**src/rtl/rbf_pkg.sv**
```systemverilog
// Shared constants, codes and types of the raster block framer.
package rbf_pkg;

	localparam int MAX_BLOCK = 60;
	localparam int PAGE_MAX  = 8192;

	localparam int BLK_W  = 6;
	localparam int PAGE_W = 14;
	localparam int CFG_W  = 14;
	localparam int IDX_W  = 2;
	localparam int STEP_W = 4;

	// The 64-byte frame is eight rows of eight byte lanes, one lane RAM per lane.
	localparam int LANES     = 8;
	localparam int ROW_W     = 3;
	localparam int BANKS     = 2;
	localparam int RAM_DEPTH = BANKS * (1 << ROW_W);
	localparam int RAM_AW    = $clog2(RAM_DEPTH);

	localparam int HDR_BYTES = 4;

	localparam logic [7:0] HDR_START  = 8'h02;
	localparam logic [7:0] HDR_RASTER = 8'hFE;
	localparam logic [7:0] HDR_PAD    = 8'h00;
	localparam logic [7:0] HDR_END    = 8'h04;
	localparam logic [7:0] CMD_PRINT  = 8'h0C;

	localparam logic [IDX_W-1:0] REG_BLOCK_LIMIT = 2'd0;
	localparam logic [IDX_W-1:0] REG_PAGE_LIMIT  = 2'd1;

	localparam logic [1:0] KIND_BLOCK = 2'd0;
	localparam logic [1:0] KIND_END   = 2'd1;
	localparam logic [1:0] KIND_PAGE  = 2'd2;

	// Back-end sequence steps: 0..7 are the block rows.
	localparam logic [STEP_W-1:0] STEP_FIRST     = 4'd0;
	localparam logic [STEP_W-1:0] STEP_LAST_DATA = 4'd7;
	localparam logic [STEP_W-1:0] STEP_END0      = 4'd8;
	localparam logic [STEP_W-1:0] STEP_END1      = 4'd9;
	localparam logic [STEP_W-1:0] STEP_PAGE      = 4'd10;

	localparam logic [3:0] COUNT_FULL  = 4'd8;
	localparam logic [3:0] COUNT_PRINT = 4'd1;

	// One closed block handed from front to back.
	typedef struct packed {
		logic [BLK_W-1:0] count;
		logic             last;
		logic             page;
		logic             bank;
	} cmd_t;

	// One byte write into the lane RAMs.
	typedef struct packed {
		logic [LANES-1:0]  lane_we;
		logic [RAM_AW-1:0] addr;
		logic [7:0]        data;
	} byte_wr_t;

endpackage

```
**src/rtl/rbf_ram.sv**
```systemverilog
// Generic single-write, single-read RAM with registered read data.
module rbf_ram #(
	parameter int WIDTH = 8,
	parameter int DEPTH = 16
) (
	input  logic                     clk,
	input  logic                     we,
	input  logic [$clog2(DEPTH)-1:0] waddr,
	input  logic [WIDTH-1:0]         wdata,
	input  logic                     re,
	input  logic [$clog2(DEPTH)-1:0] raddr,
	output logic [WIDTH-1:0]         rdata
);

	logic [WIDTH-1:0] mem_q [DEPTH];

	always_ff @(posedge clk) begin
		if (we) begin
			mem_q[waddr] <= wdata;
		end
		if (re) begin
			rdata <= mem_q[raddr];
		end
	end

endmodule

```
**src/rtl/rbf_cmd_fifo.sv**
```systemverilog
// Two-entry queue of closed-block commands between front and back.
module rbf_cmd_fifo import rbf_pkg::*; (
	input  logic clk,
	input  logic arst_n,
	input  logic push,
	input  cmd_t push_cmd,
	output logic full,
	input  logic pop,
	output logic head_valid,
	output cmd_t head
);

	cmd_t       entry_q [2];
	logic       wr_ptr_q;
	logic       rd_ptr_q;
	logic [1:0] used_q;
	logic       do_push;
	logic       do_pop;

	assign full       = (used_q == 2'd2);
	assign head_valid = (used_q != 2'd0);
	assign head       = entry_q[rd_ptr_q];
	assign do_push    = push && !full;
	assign do_pop     = pop && head_valid;

	always_ff @(posedge clk) begin
		if (do_push) begin
			entry_q[wr_ptr_q] <= push_cmd;
		end
	end

	always_ff @(posedge clk or negedge arst_n) begin
		if (!arst_n) begin
			wr_ptr_q <= 1'b0;
			rd_ptr_q <= 1'b0;
			used_q   <= 2'd0;
		end else begin
			if (do_push) begin
				wr_ptr_q <= !wr_ptr_q;
			end
			if (do_pop) begin
				rd_ptr_q <= !rd_ptr_q;
			end
			case ({do_push, do_pop})
				2'b10:   used_q <= used_q + 2'd1;
				2'b01:   used_q <= used_q - 2'd1;
				default: used_q <= used_q;
			endcase
		end
	end

endmodule

```
**src/rtl/rbf_front.sv**
```systemverilog
// Front end: limit registers, byte intake into the lane RAMs, block closing.
module rbf_front import rbf_pkg::*; (
	input  logic              clk,
	input  logic              arst_n,
	input  logic              wr_en,
	input  logic [IDX_W-1:0]  wr_index,
	input  logic [CFG_W-1:0]  wr_data,
	input  logic              in_valid,
	output logic              in_stall,
	input  logic [7:0]        data_byte,
	input  logic              last_byte,
	input  logic [BANKS-1:0]  bank_release,
	input  logic              cmd_full,
	output logic              cmd_push,
	output cmd_t              cmd,
	output byte_wr_t          byte_wr
);

	logic [BLK_W-1:0]  block_limit_q;
	logic [PAGE_W-1:0] page_limit_q;
	logic [BLK_W-1:0]  block_fill_q;
	logic [PAGE_W-1:0] page_fill_q;
	logic              wr_bank_q;
	logic [BANKS-1:0]  bank_busy_q;

	logic [BLK_W-1:0]  blim;
	logic [PAGE_W-1:0] plim;
	logic [BLK_W-1:0]  fill;
	logic [BLK_W-1:0]  fill_next;
	logic [BLK_W-1:0]  pos;
	logic [PAGE_W-1:0] page_next;
	logic              page_end;
	logic              close;
	logic              accept;

	// Out-of-range limits act as the maximum.
	assign blim = (block_limit_q == '0 || block_limit_q > BLK_W'(MAX_BLOCK)) ?
		BLK_W'(MAX_BLOCK) : block_limit_q;
	assign plim = (page_limit_q == '0 || page_limit_q > PAGE_W'(PAGE_MAX)) ?
		PAGE_W'(PAGE_MAX) : page_limit_q;

	assign in_stall = bank_busy_q[wr_bank_q] || cmd_full;
	assign accept   = in_valid && !in_stall;

	assign fill      = (block_fill_q >= BLK_W'(MAX_BLOCK)) ?
		BLK_W'(MAX_BLOCK - 1) : block_fill_q;
	assign fill_next = fill + BLK_W'(1);
	assign pos       = fill + BLK_W'(HDR_BYTES);
	assign page_next = page_fill_q + PAGE_W'(1);
	assign page_end  = (page_next >= plim);
	assign close     = (fill_next >= blim) || page_end || last_byte;

	// Byte at frame position pos lands in lane pos%8, row pos/8 of the open bank.
	assign byte_wr.lane_we = accept ? (LANES'(1) << pos[ROW_W-1:0]) : '0;
	assign byte_wr.addr    = {wr_bank_q, pos[BLK_W-1:ROW_W]};
	assign byte_wr.data    = data_byte;

	assign cmd_push   = accept && close;
	assign cmd.count  = fill_next;
	assign cmd.last   = last_byte;
	assign cmd.page   = page_end || last_byte;
	assign cmd.bank   = wr_bank_q;

	always_ff @(posedge clk or negedge arst_n) begin
		if (!arst_n) begin
			block_limit_q <= BLK_W'(MAX_BLOCK);
			page_limit_q  <= PAGE_W'(PAGE_MAX);
			block_fill_q  <= '0;
			page_fill_q   <= '0;
			wr_bank_q     <= 1'b0;
			bank_busy_q   <= '0;
		end else begin
			if (wr_en) begin
				case (wr_index)
					REG_BLOCK_LIMIT: block_limit_q <= wr_data[BLK_W-1:0];
					REG_PAGE_LIMIT:  page_limit_q  <= wr_data[PAGE_W-1:0];
					default:         ;
				endcase
			end
			if (accept) begin
				block_fill_q <= close ? '0 : fill_next;
				page_fill_q  <= (page_end || last_byte) ? '0 : page_next;
				if (close) begin
					wr_bank_q <= !wr_bank_q;
				end
			end
			// Hold the closed bank until the back end has read it out.
			bank_busy_q <= (bank_busy_q & ~bank_release) |
				(cmd_push ? (BANKS'(1) << wr_bank_q) : '0);
		end
	end

endmodule

```
**src/rtl/rbf_back.sv**
```systemverilog
// Back end: steps through each closed block and emits its transfer words.
module rbf_back import rbf_pkg::*; (
	input  logic                        clk,
	input  logic                        arst_n,
	input  logic                        cmd_valid,
	input  cmd_t                        cmd,
	output logic                        cmd_pop,
	output logic [BANKS-1:0]            bank_release,
	output logic                        rd_en,
	output logic [RAM_AW-1:0]           rd_addr,
	input  logic [LANES-1:0][7:0]       rd_bytes,
	output logic                        out_valid,
	input  logic                        out_stall,
	output logic [63:0]                 out_word,
	output logic [3:0]                  byte_count,
	output logic [1:0]                  transfer_kind,
	output logic                        transfer_end,
	output logic                        run_last
);

	logic [STEP_W-1:0] step_q;
	logic [STEP_W-1:0] step_next;
	logic              final_step;
	logic              issue;
	logic              out_adv;

	logic              valid_s1;
	logic [STEP_W-1:0] step_s1;
	logic [BLK_W-1:0]  count_s1;
	logic              final_s1;

	logic              out_valid_q;
	logic [63:0]       word_q;
	logic [3:0]        count_q;
	logic [1:0]        kind_q;
	logic              end_q;
	logic              last_q;

	logic [63:0]       word_d;
	logic [1:0]        kind_d;
	logic              end_d;

	assign out_adv = !out_valid_q || !out_stall;
	assign issue   = cmd_valid && (!valid_s1 || out_adv);

	assign final_step = (step_q == STEP_LAST_DATA && !cmd.last && !cmd.page) ||
		(step_q == STEP_PAGE);

	always_comb begin
		case (step_q)
			STEP_LAST_DATA: step_next = cmd.last ? STEP_END0 : STEP_PAGE;
			STEP_END0:      step_next = STEP_END1;
			STEP_END1:      step_next = STEP_PAGE;
			default:        step_next = step_q + STEP_W'(1);
		endcase
	end

	assign rd_en        = issue && (step_q < STEP_END0);
	assign rd_addr      = {cmd.bank, step_q[ROW_W-1:0]};
	assign cmd_pop      = issue && final_step;
	assign bank_release = cmd_pop ? (BANKS'(1) << cmd.bank) : '0;

	// Assemble one word: header, block data, then zero padding, or a fixed raster-end or print-page word.
	always_comb begin
		logic [BLK_W-1:0] pos;
		logic [BLK_W:0]   data_end;
		word_d   = '0;
		data_end = {1'b0, count_s1} + (BLK_W + 1)'(HDR_BYTES);
		for (int b = 0; b < LANES; b++) begin
			pos = {step_s1[ROW_W-1:0], 3'(b)};
			if (pos < BLK_W'(HDR_BYTES)) begin
				case (pos[1:0])
					2'd0:    word_d[b*8 +: 8] = HDR_START;
					2'd1:    word_d[b*8 +: 8] = HDR_RASTER;
					2'd2:    word_d[b*8 +: 8] = 8'(count_s1);
					default: word_d[b*8 +: 8] = HDR_PAD;
				endcase
			end else if ({1'b0, pos} < data_end) begin
				word_d[b*8 +: 8] = rd_bytes[b];
			end
		end
		case (step_s1)
			STEP_END0: word_d = {48'h0, HDR_END, HDR_START};
			STEP_END1: word_d = '0;
			STEP_PAGE: word_d = {56'h0, CMD_PRINT};
			default:   ;
		endcase
	end

	always_comb begin
		case (step_s1)
			STEP_END0: kind_d = KIND_END;
			STEP_END1: kind_d = KIND_END;
			STEP_PAGE: kind_d = KIND_PAGE;
			default:   kind_d = KIND_BLOCK;
		endcase
	end

	assign end_d = (step_s1 == STEP_LAST_DATA) || (step_s1 == STEP_END1) ||
		(step_s1 == STEP_PAGE);

	always_ff @(posedge clk) begin
		if (issue) begin
			step_s1  <= step_q;
			count_s1 <= cmd.count;
			final_s1 <= final_step;
		end
		if (valid_s1 && out_adv) begin
			word_q  <= word_d;
			count_q <= (step_s1 == STEP_PAGE) ? COUNT_PRINT : COUNT_FULL;
			kind_q  <= kind_d;
			end_q   <= end_d;
			last_q  <= final_s1;
		end
	end

	always_ff @(posedge clk or negedge arst_n) begin
		if (!arst_n) begin
			step_q      <= STEP_FIRST;
			valid_s1    <= 1'b0;
			out_valid_q <= 1'b0;
		end else begin
			if (issue) begin
				step_q <= final_step ? STEP_FIRST : step_next;
			end
			// Hold stage 1 (and the RAM read data) while the output is stalled.
			if (issue) begin
				valid_s1 <= 1'b1;
			end else if (out_adv) begin
				valid_s1 <= 1'b0;
			end
			if (out_adv) begin
				out_valid_q <= valid_s1;
			end
		end
	end

	assign out_valid     = out_valid_q;
	assign out_word      = word_q;
	assign byte_count    = count_q;
	assign transfer_kind = kind_q;
	assign transfer_end  = end_q;
	assign run_last      = last_q;

endmodule

```
**src/rtl/raster_block_framer.sv**
```systemverilog
// Raster block framer top level: intake, command queue, lane RAMs and word output.
//
// Input channel: one raster byte per item (data_byte, last_byte), in_valid/in_stall.
// Output channel: one 64-bit transfer word per item, out_valid/out_stall.
// Limits are written through wr_en/wr_index/wr_data only while the block is idle;
// the user must keep to this, as the block itself does not enforce it.
// Bytes are taken one per cycle while in_stall is low and written into one of two
// frame banks. A byte that closes a block queues a command, and the back end sends
// 8 block words, then 2 raster-end words on the last byte, then 1 print-page word
// at a page or job end: 8 to 11 words, one per cycle while out_stall is low, the
// first word going through stage 1 and the output register once the command is
// queued. While one bank is being read out the other fills; input stalls only when
// both banks wait for the back end, e.g. with short blocks, where the rate is set
// by the 8 to 11 output words per closed block.
// Reset clears the fill counts and the queue and sets the limits to 60 and 8192;
// the frame RAMs need no clearing. A stalled output word holds, and the stall
// backs up through the queue into in_stall.
module raster_block_framer import rbf_pkg::*; (
	input  logic              clk,
	input  logic              arst_n,
	input  logic              wr_en,
	input  logic [IDX_W-1:0]  wr_index,
	input  logic [CFG_W-1:0]  wr_data,
	input  logic              in_valid,
	output logic              in_stall,
	input  logic [7:0]        data_byte,
	input  logic              last_byte,
	output logic              out_valid,
	input  logic              out_stall,
	output logic [63:0]       out_word,
	output logic [3:0]        byte_count,
	output logic [1:0]        transfer_kind,
	output logic              transfer_end,
	output logic              run_last
);

	cmd_t                  push_cmd;
	cmd_t                  head_cmd;
	logic                  cmd_push;
	logic                  cmd_full;
	logic                  cmd_pop;
	logic                  head_valid;
	logic [BANKS-1:0]      bank_release;
	byte_wr_t              byte_wr;
	logic                  rd_en;
	logic [RAM_AW-1:0]     rd_addr;
	logic [LANES-1:0][7:0] rd_bytes;

	rbf_front u_front (
		.clk          (clk),
		.arst_n       (arst_n),
		.wr_en        (wr_en),
		.wr_index     (wr_index),
		.wr_data      (wr_data),
		.in_valid     (in_valid),
		.in_stall     (in_stall),
		.data_byte    (data_byte),
		.last_byte    (last_byte),
		.bank_release (bank_release),
		.cmd_full     (cmd_full),
		.cmd_push     (cmd_push),
		.cmd          (push_cmd),
		.byte_wr      (byte_wr)
	);

	rbf_cmd_fifo u_cmd_fifo (
		.clk        (clk),
		.arst_n     (arst_n),
		.push       (cmd_push),
		.push_cmd   (push_cmd),
		.full       (cmd_full),
		.pop        (cmd_pop),
		.head_valid (head_valid),
		.head       (head_cmd)
	);

	for (genvar g = 0; g < LANES; g++) begin : g_lane
		rbf_ram #(
			.WIDTH (8),
			.DEPTH (RAM_DEPTH)
		) u_lane_ram (
			.clk   (clk),
			.we    (byte_wr.lane_we[g]),
			.waddr (byte_wr.addr),
			.wdata (byte_wr.data),
			.re    (rd_en),
			.raddr (rd_addr),
			.rdata (rd_bytes[g])
		);
	end

	rbf_back u_back (
		.clk           (clk),
		.arst_n        (arst_n),
		.cmd_valid     (head_valid),
		.cmd           (head_cmd),
		.cmd_pop       (cmd_pop),
		.bank_release  (bank_release),
		.rd_en         (rd_en),
		.rd_addr       (rd_addr),
		.rd_bytes      (rd_bytes),
		.out_valid     (out_valid),
		.out_stall     (out_stall),
		.out_word      (out_word),
		.byte_count    (byte_count),
		.transfer_kind (transfer_kind),
		.transfer_end  (transfer_end),
		.run_last      (run_last)
	);

endmodule

```
**config.mk**
```make
export PLATFORM = sky130hd
export DESIGN_NAME = raster_block_framer
export DESIGN_NICKNAME = d
export VERILOG_FILES = /design/src/rtl/rbf_pkg.sv /design/src/rtl/rbf_ram.sv /design/src/rtl/rbf_cmd_fifo.sv /design/src/rtl/rbf_front.sv /design/src/rtl/rbf_back.sv /design/src/rtl/raster_block_framer.sv
export SDC_FILE = /design/constraint.sdc
export NUM_CORES = 1
export LEC_CHECK = 0
export ABC_CLOCK_PERIOD_IN_PS = 6500
export BUFFER_PORTS_ARGS = -buffer_cell sky130_fd_sc_hd__buf_2
export CAP_MARGIN = 25
export CORE_AREA = 2 2 404 406
export DETAILED_ROUTE_END_ITERATION = 6
export DIE_AREA = 0 0 406 408
export PLACE_DENSITY_LB_ADDON = 0.3
export REMOVE_ABC_BUFFERS = 1
export SYNTH_ARGS = -nofsm -noshare
export SYNTH_HDL_FRONTEND = slang
export SYNTH_SLANG_ARGS = --single-unit
export TNS_END_PERCENT = 50
```
**constraint.sdc**
```tcl
create_clock -name clk -period 6.5 [get_ports clk]
set_clock_uncertainty 0.2 [all_clocks]
set_input_delay 0.65 -clock clk [delete_from_list [all_inputs] [get_ports clk]]
set_output_delay 0.65 -clock clk [all_outputs]
set_load 0.01 [all_outputs]
```
# After elaboration in Yosys (flattened, before gate mapping)
# Memories as Yosys holds them, arrays and structs flattened. A register that Yosys moved wholly into a read port is not among the register bits.
# Cells that the tools add are included.
# W data, S select, Z words.
# op_classes
addsub	7
n_lt_le_gt_ge	23
n_eq_ne	12
shifts	3
muxes	53
bitwise	3
n_reduce_logical	41
# op_table
op	count
$pmux W64 S3	1
$mux W8	17
$lt A6 B7 Y1	8
$lt A6 B3 Y1 const B	8
$mux W14	2
$eq A4 B4 Y1 const B	6
$mux W1	22
$mux W6	3
$add A14 B1 Y14 const B	1
$ge A14 B14 Y1	1
$gt A14 B14 Y1 const B	1
$logic_not A14 Y1	1
$pmux W4 S3	1
$logic_or A1 B1 Y1	11
$logic_and A1 B1 Y1	10
$logic_not A1 Y1	10
$eq A4 B3 Y1 const B	2
$mux W4	2
$pmux W2 S2	2
$shl A1 B3 Y8 const A	1
$add A6 B3 Y7 const B	1
$add A6 B1 Y6 const B	1
$add A6 B3 Y6 const B	1
$ge A6 B6 Y1	1
19 further kinds	28
# word_totals
register_bits	136
mem_bits_rw	1042
wordCells	171
memories	9
# mem_list
name	depth	width	rd	rd_clocked_by_memory_dff	wr	line	source
g_lane[0].u_lane_ram.mem_q	16	8	1	1	1	rbf_ram.sv:15	logic [WIDTH-1:0] mem_q [DEPTH];
g_lane[1].u_lane_ram.mem_q	16	8	1	1	1	rbf_ram.sv:15	
g_lane[2].u_lane_ram.mem_q	16	8	1	1	1	rbf_ram.sv:15	
g_lane[3].u_lane_ram.mem_q	16	8	1	1	1	rbf_ram.sv:15	
g_lane[4].u_lane_ram.mem_q	16	8	1	1	1	rbf_ram.sv:15	
g_lane[5].u_lane_ram.mem_q	16	8	1	1	1	rbf_ram.sv:15	
+3 memories	n/a	n/a	n/a	n/a	n/a	n/a	

# Logic depth before layout (Yosys ltp)
# Gate-level depths: netlist (run 1).
# depth
word_depth	10
depth_mapped	17
depth_no_buf	16

# Cells and area by module
# A second synthesis (run 1) with hierarchy kept.
# unflattened
cells_unflattened	2440
area_unflattened_um2	49278.5
# modules_own_cells
module	instances	cells_each	area_each_um2	seq_area_each_um2
rbf_ram	8	229	5227.5	4083.9
rbf_back	1	267	3749.8	2552.4
rbf_front	1	295	2862.7	1082.3
rbf_cmd_fifo	1	46	845.8	640.6

# Worst setup path before layout (run 1)
# OpenSTA, ideal clock, no wires.
# synth_timing
path_kind	input-to-reg
from	input out_stall
to	register u_back.count_q[0] (netlist: u_back.byte_count[0]), enable pin
setup_time_ps	601
arrival_time_ps	5648
t_required_ps	5699
slack_ps	50
stages	1
n_path_buf	0
path_cell_list	a21boi_0
# synth_via
elab_chain_cells	3
# synth_lines
element	line	source
from (decl)	raster_block_framer.sv:29	input logic out_stall,
$logic_not A1 Y1	rbf_back.sv:43	assign out_adv = !out_valid_q || !out_stall;
$logic_or A1 B1 Y1	rbf_back.sv:43	
$logic_and A1 B1 Y1	rbf_back.sv:108	if (valid_s1 && out_adv) begin
to (signal assigned)	rbf_back.sv:110	count_q <= (step_s1 == STEP_PAGE) ? COUNT_PRINT : COUNT_FULL;
to (decl)	rbf_back.sv:34	logic [3:0] count_q;
# Every way passes these cells.
# A chain may end at the register's enable or synchronous reset.

# Worst setup path in the final report (run 1)
# layout_timing
from	register u_front.page_fill_q[2]
to	memory u_cmd_fifo.entry_q[0][8] (netlist name), enable pin
# layout_via
elab_chain_cells	8
# layout_lines
element	line	source
from (decl)	rbf_front.sv:22	logic [PAGE_W-1:0] page_fill_q;
from (signal assigned)	rbf_front.sv:82	page_fill_q <= (page_end || last_byte) ? '0 : page_next;
$add A14 B1 Y14	rbf_front.sv:49	assign page_next = page_fill_q + PAGE_W'(1);
$ge A14 B14 Y1	rbf_front.sv:50	assign page_end = (page_next >= plim);
$logic_or A1 B1 Y1 (2 in series)	rbf_front.sv:51	assign close = (fill_next >= blim) || page_end || last_byte;
$logic_and A1 B1 Y1	rbf_front.sv:58	assign cmd_push = accept && close;
$logic_and A1 B1 Y1	rbf_cmd_fifo.sv:23	assign do_push = push && !full;
$mux W1	rbf_cmd_fifo.sv:27	if (do_push) begin
$mux W1 (not written as such)	rbf_cmd_fifo.sv:28	entry_q[wr_ptr_q] <= push_cmd;
to (decl)	rbf_cmd_fifo.sv:13	cmd_t entry_q [2];
# Every way passes these cells.

==> impl_metrics.json, run 1 <==
{
  "hold_class": "primary input to register",
  "portBuffers": 101,
  "syn_area_mm2": 0.04815,
  "setup_violations": 0,
  "cp.arrival_ps": 4210,
  "cts_tree": "done",
  "fp.dieArea_mm2": 0.1656,
  "ys_types": 57,
  "cts_resized": 0,
  "timing.rr.start": "u_front.page_fill_q[2]$_DFFE_PN0P_",
  "drc": 0,
  "finalWirelength_um": 116800,
  "post-route-min-period_ps": 4029,
  "outcome": "completed",
  "max_cap_violations": 0,
  "via_per_inst": 4.787,
  "start_kind": "register",
  "crit_path_start": "u_front.page_fill_q[2]$_DFFE_PN0P_",
  "cp-end-kind": "register",
  "grt_start_max_net_pins": 122,
  "nNetsFinal": 2501,
  "hp-start": "data_byte[3]",
  "grt-ovfl-total": 0,
  "required_ps": 6680,
  "yosys.cell_count.top_type": "edfxtp_1",
  "cts-root-buf": "clkbuf_16",
  "clk_path_buf_depth": 3,
  "fin_ws_ps": 2471,
  "numCtsBuffers": 135,
  "die_x_um": 406,
  "multi_input_area_mm2": 0.01059,
  "synth_top_cell_by_area": "edfxtp_1",
  "relSlewSlack_pct": 22.45,
  "pre_cts_slack_ps": 2502,
  "utilization_pct": 34.55,
  "holdBufCountCts": 17,
  "seq_area_mm2": 0.03696,
  "drtPass1Iterations": 5,
  "insertion_delay_ps": 760,
  "die-height_um": 408,
  "setup.worst_path.class": "register to register",
  "synth_top_area_share_pct": 73.96,
  "coreArea_mm2": 0.1617,
  "fmax_mhz": 248.2,
  "synth_edf_count": 1186,
  "timing.final.crit_share_pct": 61.98,
  "syn_inst": 2230,
  "fin_setup_tns_ps": 0,
  "first_global_vias": 23560,
  "cp_max_fo": 14,
  "h-tree-depth": 4,
  "dr_total_vias": 22540,
  "vdd_drop_max_v": 0.0002921,
  "drtIter0Drc": 2300,
  "p_per_area_mw_per_mm2": 421.9,
  "ys_warn_count": 0,
  "finalMaxSlewViolations": 0,
  "num_rows": 148,
  "track_usage_pct": 14.14,
  "place_area_mm2": 0.05132,
  "place_congestion": 0.7760,
  "synth_async_sr_flop_share_pct": 4.278,
  "leakagePower_nw": 17.63,
  "rsz0062_at_grt": "false",
  "timing.final.hold_violations": 0,
  "synthTopCellsByArea": "edfxtp_1 74%, mux4_2 15%, dfrtp_1 2.5%, nor2_1 1.3%, ha_1 0.99%",
  "fillers": 14880,
  "cts_num_sinks": 1239,
  "clkTransAtPathRegs_ps": 60,
  "initial_utilization_pct": 29.79,
  "p_total_mw": 23.57,
  "seq_area_frac_synth_pct": 76.73,
  "areaGrowthSynthToFinish_pct": 16.01,
  "yosys_most_used_dff": "edfxtp_1",
  "ys_top_cells_by_count": "1,186 x edfxtp_1, 320 x mux4_2, 165 x nor2_1",
  "final_layout_size_suffix_gt1_share_pct": 27.37,
  "tightest_slew_ps": 1160,
  "grt_pass1_wl_um": 167800,
  "io_pins": 104,
  "dp_hpwl_um": 71220,
  "antenna_found_initial": 9,
  "ys_seq_elements": 1239,
  "avgSynthCellArea_um2": 21.59,
  "routedWlPerCell_um": 24.82,
  "cts_setup_buffers": 0,
  "drtAntennaViolNets": 0,
  "final_area_mm2": 0.05586
}
final cells by class:
cell class / count / share of cell area (%)
flip-flops and latches: 1239 / 66.16
repair buffers: 164 / 2.182
multi-input cells: 872 / 18.96
diodes: 1 / 0.004480
clock inverters: 74 / 1.353
inverters: 21 / 0.1411
well taps: 2175 / 4.872
clock buffers: 162 / 6.323
cells in the final DEF, fill, tap and decap left out, types with 6 or more instances in the layout:
cell type,synthesis,routed
nor2_1,165,164
mux2_2,26,26
ha_1,38,38
inv_16,0,6
buf_4,3,42
xnor2_1,16,16
clkinv_2,0,20
nand2_1,64,64
and2_1,61,61
a22o_1,6,6
nand2b_1,17,17
clkinv_1,0,25
inv_1,21,21
mux4_2,320,320
nand4_1,8,8
xor2_1,10,10
a41o_1,7,7
buf_2,15,93
clkinvlp_4,0,7
and3_1,8,8
dlygate4sd3_1,0,17
clkbuf_16,0,137
clkbuf_1,49,24
o21ai_0,12,12
bufinv_16,0,10
a21oi_1,26,26
dfrtp_1,48,45
edfxtp_1,1186,1186
a21o_1,7,7
nand3_1,20,20
sequential cells by signal (all words and copies together) (netlist names), 2 cells and up:
register,cells
u_back.out_word,64
u_back.step_s1,4
u_front.block_limit_q,6
u_back.count_s1,6
u_cmd_fifo.entry_q,18
u_front.bank_busy_q,2
u_front.block_fill_q,6
u_front.page_limit_q,14
u_front.page_fill_q,14
u_cmd_fifo.used_q,2
u_back.step_q,4
g_lane.u_lane_ram.rdata,64
u_back.byte_count,2
g_lane.u_lane_ram.mem_q,1024
power breakdown:
part	switching, mW	internal, mW	leakage, nW
combinational	3.42	2.67	4.14
sequential	0.399	9.65	11.4
clock	3.13	4.30	2.08
total	6.94	16.6	17.6
per-layer routing:
metal | track usage (%) | vias to the layer above | wire (µm)
met5 | 0 | - | 25
met2 | 22.73 | 809 | 56960
li1 | - | 9590 | -
met4 | 4.980 | 6 | 3507
met1 | 18.42 | 11960 | 47550
met3 | 3.815 | 169 | 8806
worst paths after layout:
| path | end | slack, ps | depth (start not counted) |
|---|---|---|---|
| setup / recovery | u_cmd_fifo.entry_q[0][8]$_DFFE_PP_ | 2470 | 11 |
| hold / removal | g_lane[2].u_lane_ram.mem_q[4][3]$_DFFE_PP_ | 100 | 1 |
| setup reg to reg | u_cmd_fifo.entry_q[0][8]$_DFFE_PP_ | 2470 | 11 |
| hold reg to reg | u_back.run_last$_DFFE_PP_ | 220 | 0 |
| max in group asynchronous | u_back.step_q[0]$_DFFE_PN0P_ | 5160 | 3 |
| min in group asynchronous | u_front.page_fill_q[13]$_DFFE_PN0P_ | 390 | 3 |
critical path: stages, from the launching register on:
cell and delay [ps]:
dfrtp_1 420, and3_1 260, nand4_1 270, nor3_1 280, xor2_1 130, ha_1 340, nand4_1 110, nor2_1 170
o311ai_1 110, buf_4 200, a31oi_2 440, nor2b_1 730
stage by stage:
| stage | hold slack (ps) | cells |
|---|---|---|
| after floorplan | 154.4 | 2132 |
| after global placement | 222.7 | 4445 |
| after detailed placement | 210.5 | 4450 |
| after CTS | 52.61 | 4703 |
| after global routing | 71.30 | 4708 |
| final | 102.7 | 4708 |
cells by family (layout without fill, tap and decap cells):
group	count (synthesis)	count (layout)	synth area share, %
compound gates	89	89	1.263
xor+xnor	26	26	0.4729
fa+ha+maj	38	38	0.9874
buf+inv	120	421	1.341
flops	1239	1239	76.73
mux	350	350	15.66
other cells	1	3	0.007788
simple gates	367	367	3.539
No activity file was read; power rests on OpenSTA's default activity.
==> inputs of run 2 (changes only) <==
Settings changed: ABC_AREA set to 1, ABC_CLOCK_PERIOD_IN_PS 6500 to 3750, CORE_AREA 2 2 404 406 to 2 2 409 411, DIE_AREA 0 0 406 408 to 0 0 411 413.
Clock period 6.5 ns to 3.75 ns, I/O delays scaled along.
==> impl_metrics.json, run 2 <==
{
  "timing.final.crit_share_pct": 91.53,
  "initial_utilization_pct": 29.78,
  "synth_top_area_share_pct": 72.08,
  "synth_top_cell_by_area": "edfxtp_1",
  "yosys.cell_count.top_type": "edfxtp_1",
  "yosys_most_used_dff": "edfxtp_1",
  "cp-end-kind": "register",
  "clk_path_buf_depth": 3,
  "final_cell_mix": "1,186 x edfxtp_1, 651 x nor2_1, 607 x nand2_1, 327 x o21ai_0, 210 x buf_4",
  "num_rows": 150,
  "syn_area_mm2": 0.04941,
  "place_area_mm2": 0.05365,
  "insertion_delay_ps": 780,
  "synth_fa_ha_area_share_pct": 0.9622,
  "finalMaxSlewViolations": 0,
  "areaGrowthSynthToFinish_pct": 17.32,
  "post-route-min-period_ps": 3433,
  "synthXorXnorAreaFrac_pct": 0.3191,
  "via_per_inst": 4.839,
  "cts_tree": "done",
  "required_ps": 4200,
  "pre_cts_slack_ps": 90.10,
  "fmax_mhz": 291.3,
  "drtIter0Drc": 3137,
  "p_total_mw": 44.14,
  "syn_inst": 3876,
  "first_global_vias": 30840,
  "cts_num_sinks": 1239,
  "dr_total_vias": 31200,
  "outcome": "completed",
  "grt-ovfl-total": 0,
  "antenna_found_initial": 5,
  "portBuffers": 101,
  "hold_class": "primary input to register",
  "cts_setup_buffers": 0,
  "fin_ws_ps": 317.5,
  "drtPass1Iterations": 5,
  "routedWlPerCell_um": 21.12,
  "synthMuxAreaShare_pct": 0.1140,
  "cts-root-buf": "clkbuf_16",
  "max_cap_violations": 0,
  "place_congestion": 0.8058,
  "avgSynthCellArea_um2": 12.75,
  "vdd_drop_max_v": 0.0005121,
  "multi_input_area_mm2": 0.01113,
  "nNetsFinal": 4207,
  "die-height_um": 413,
  "seq_area_mm2": 0.03696,
  "largest-register": "g_lane.u_lane_ram.mem_q",
  "setup.worst_path.class": "register to register",
  "ys_warn_count": 0,
  "fillers": 16260,
  "die_x_um": 411,
  "synth_top_family_by_area": "simple AND/OR/NAND/NOR gates",
  "cp.arrival_ps": 3880,
  "ys_seq_elements": 1239,
  "io_pins": 104,
  "synth-simple-area-share_pct": 10.55,
  "clkTransAtPathRegs_ps": 60,
  "cp_max_fo": 6,
  "leakagePower_nw": 20.01,
  "start_kind": "register",
  "coreArea_mm2": 0.1659,
  "tightest_slew_ps": 1054,
  "fp.dieArea_mm2": 0.1697,
  "largest_reg_flops": 1024,
  "ys_top_cells_by_count": "1,186 x edfxtp_1, 653 x nor2_1, 607 x nand2_1",
  "final_area_mm2": 0.05797,
  "final_layout_size_suffix_gt1_share_pct": 12.85,
  "setup_violations": 0,
  "final_common_cell": "edfxtp_1",
  "h-tree-depth": 4,
  "drc": 0,
  "drtAntennaViolNets": 0,
  "rsz0062_at_grt": "false",
  "fin_setup_tns_ps": 0,
  "dp_hpwl_um": 79780,
  "grt_start_max_net_pins": 186,
  "synthTopCellsByArea": "edfxtp_1 72%, nor2_1 5.0%, nand2_1 4.6%, o21ai_0 3.3%, dfrtp_1 2.4%",
  "finalWirelength_um": 136200,
  "synth_compound_area_share_pct": 10.45,
  "grt_pass1_wl_um": 202000,
  "seq_area_frac_synth_pct": 74.77,
  "synth_async_sr_flop_share_pct": 4.278,
  "relSlewSlack_pct": 29.73,
  "timing.final.hold_violations": 0,
  "synth_edf_count": 1186,
  "p_per_area_mw_per_mm2": 761.4,
  "ys_types": 42,
  "track_usage_pct": 15.84,
  "numCtsBuffers": 133
}
-- run 2: cell type report --
cell class	instances	area share, %
sequential	1239	63.76
inverter	83	0.5741
antenna	1	0.004317
clock buffer	171	5.987
multi-input combinational	2327	19.19
timing repair buffer	355	4.818
clock inverter	67	0.9109
tap	2204	4.757
-- run 2: metrics by stage --
step / hold WS [ps] / instances / util (%)
after floorplan: -120.6 / 3649 / -
after global placement: 255.6 / 6178 / 32.32
after detailed placement: 50.90 / 6179 / 32.34
after CTS: 2.634 / 6446 / 34.92
after global routing: 0.8982 / 6447 / 34.94
final: 4.221 / 6447 / 34.94
-- run 2: path summary, 6_finish.rpt --
kind                                                          start  cells after the start  slack, ps                                          end
worst max-delay path            u_front.block_fill_q[4]$_DFFE_PN0P_                     17        320             u_cmd_fifo.used_q[1]$_DFFE_PN0P_
worst min-delay path                                   data_byte[2]                      2          4  g_lane[5].u_lane_ram.mem_q[13][2]$_DFFE_PP_
worst max register to register  u_front.block_fill_q[4]$_DFFE_PN0P_                     17        320             u_cmd_fifo.used_q[1]$_DFFE_PN0P_
worst min register to register  u_front.page_fill_q[12]$_DFFE_PN0P_                      2        280          u_front.page_fill_q[12]$_DFFE_PN0P_
max in group asynchronous                                    arst_n                      4       2020         u_front.page_limit_q[13]$_DFFE_PN1P_
min in group asynchronous                                    arst_n                      4        530          u_front.page_limit_q[6]$_DFFE_PN0P_
-- run 2: what timing repair did --
item,4_1_cts,5_1_grt
setup endpoints to repair,0,17
hold buffers,29,0
gates resized for setup,0,6
hold endpoints to repair,229,0
-- run 2: where the power goes --
group          internal (mW)  switching [mW]
Combinational           4.05            10.3
Clock                   6.81            5.50
Sequential              16.9           0.566
-- run 2: routing by layer --
metal	track usage [%]	share of wire [%]	routed length [µm]	up-vias
met2	26.46	48	66030	870
met1	21.17	44	59420	15570
li1	-	-	-	14590
met3	2.676	5.7	7805	170
met5	0	0	0	-
met4	4.497	2.2	2932	0
-- run 2: cell families (layout without fill, tap and decap cells) --
group / after synthesis / in the layout
mux: 5 / 5
simple gates: 1334 / 1334
xor+xnor: 18 / 18
flops: 1239 / 1239
fa+ha+maj: 38 / 38
buf+inv: 311 / 676
compound gates: 930 / 930
other cells: 1 / 3
-- run 2: worst max-delay path, stage by stage, from the launching register on --
cell and delay (ps):
dfrtp_1 440, nand3_1 140, nand2_2 210, inv_2 140, ha_1 240, nand2_1 70, xor2_1 150, inv_1 110
ha_1 320, nand4_1 90, a21oi_1 140, nor2_1 70, nand3_1 120, nand2_1 130, ha_1 350, a21oi_1 130
o21ai_0 120, xnor2_1 130
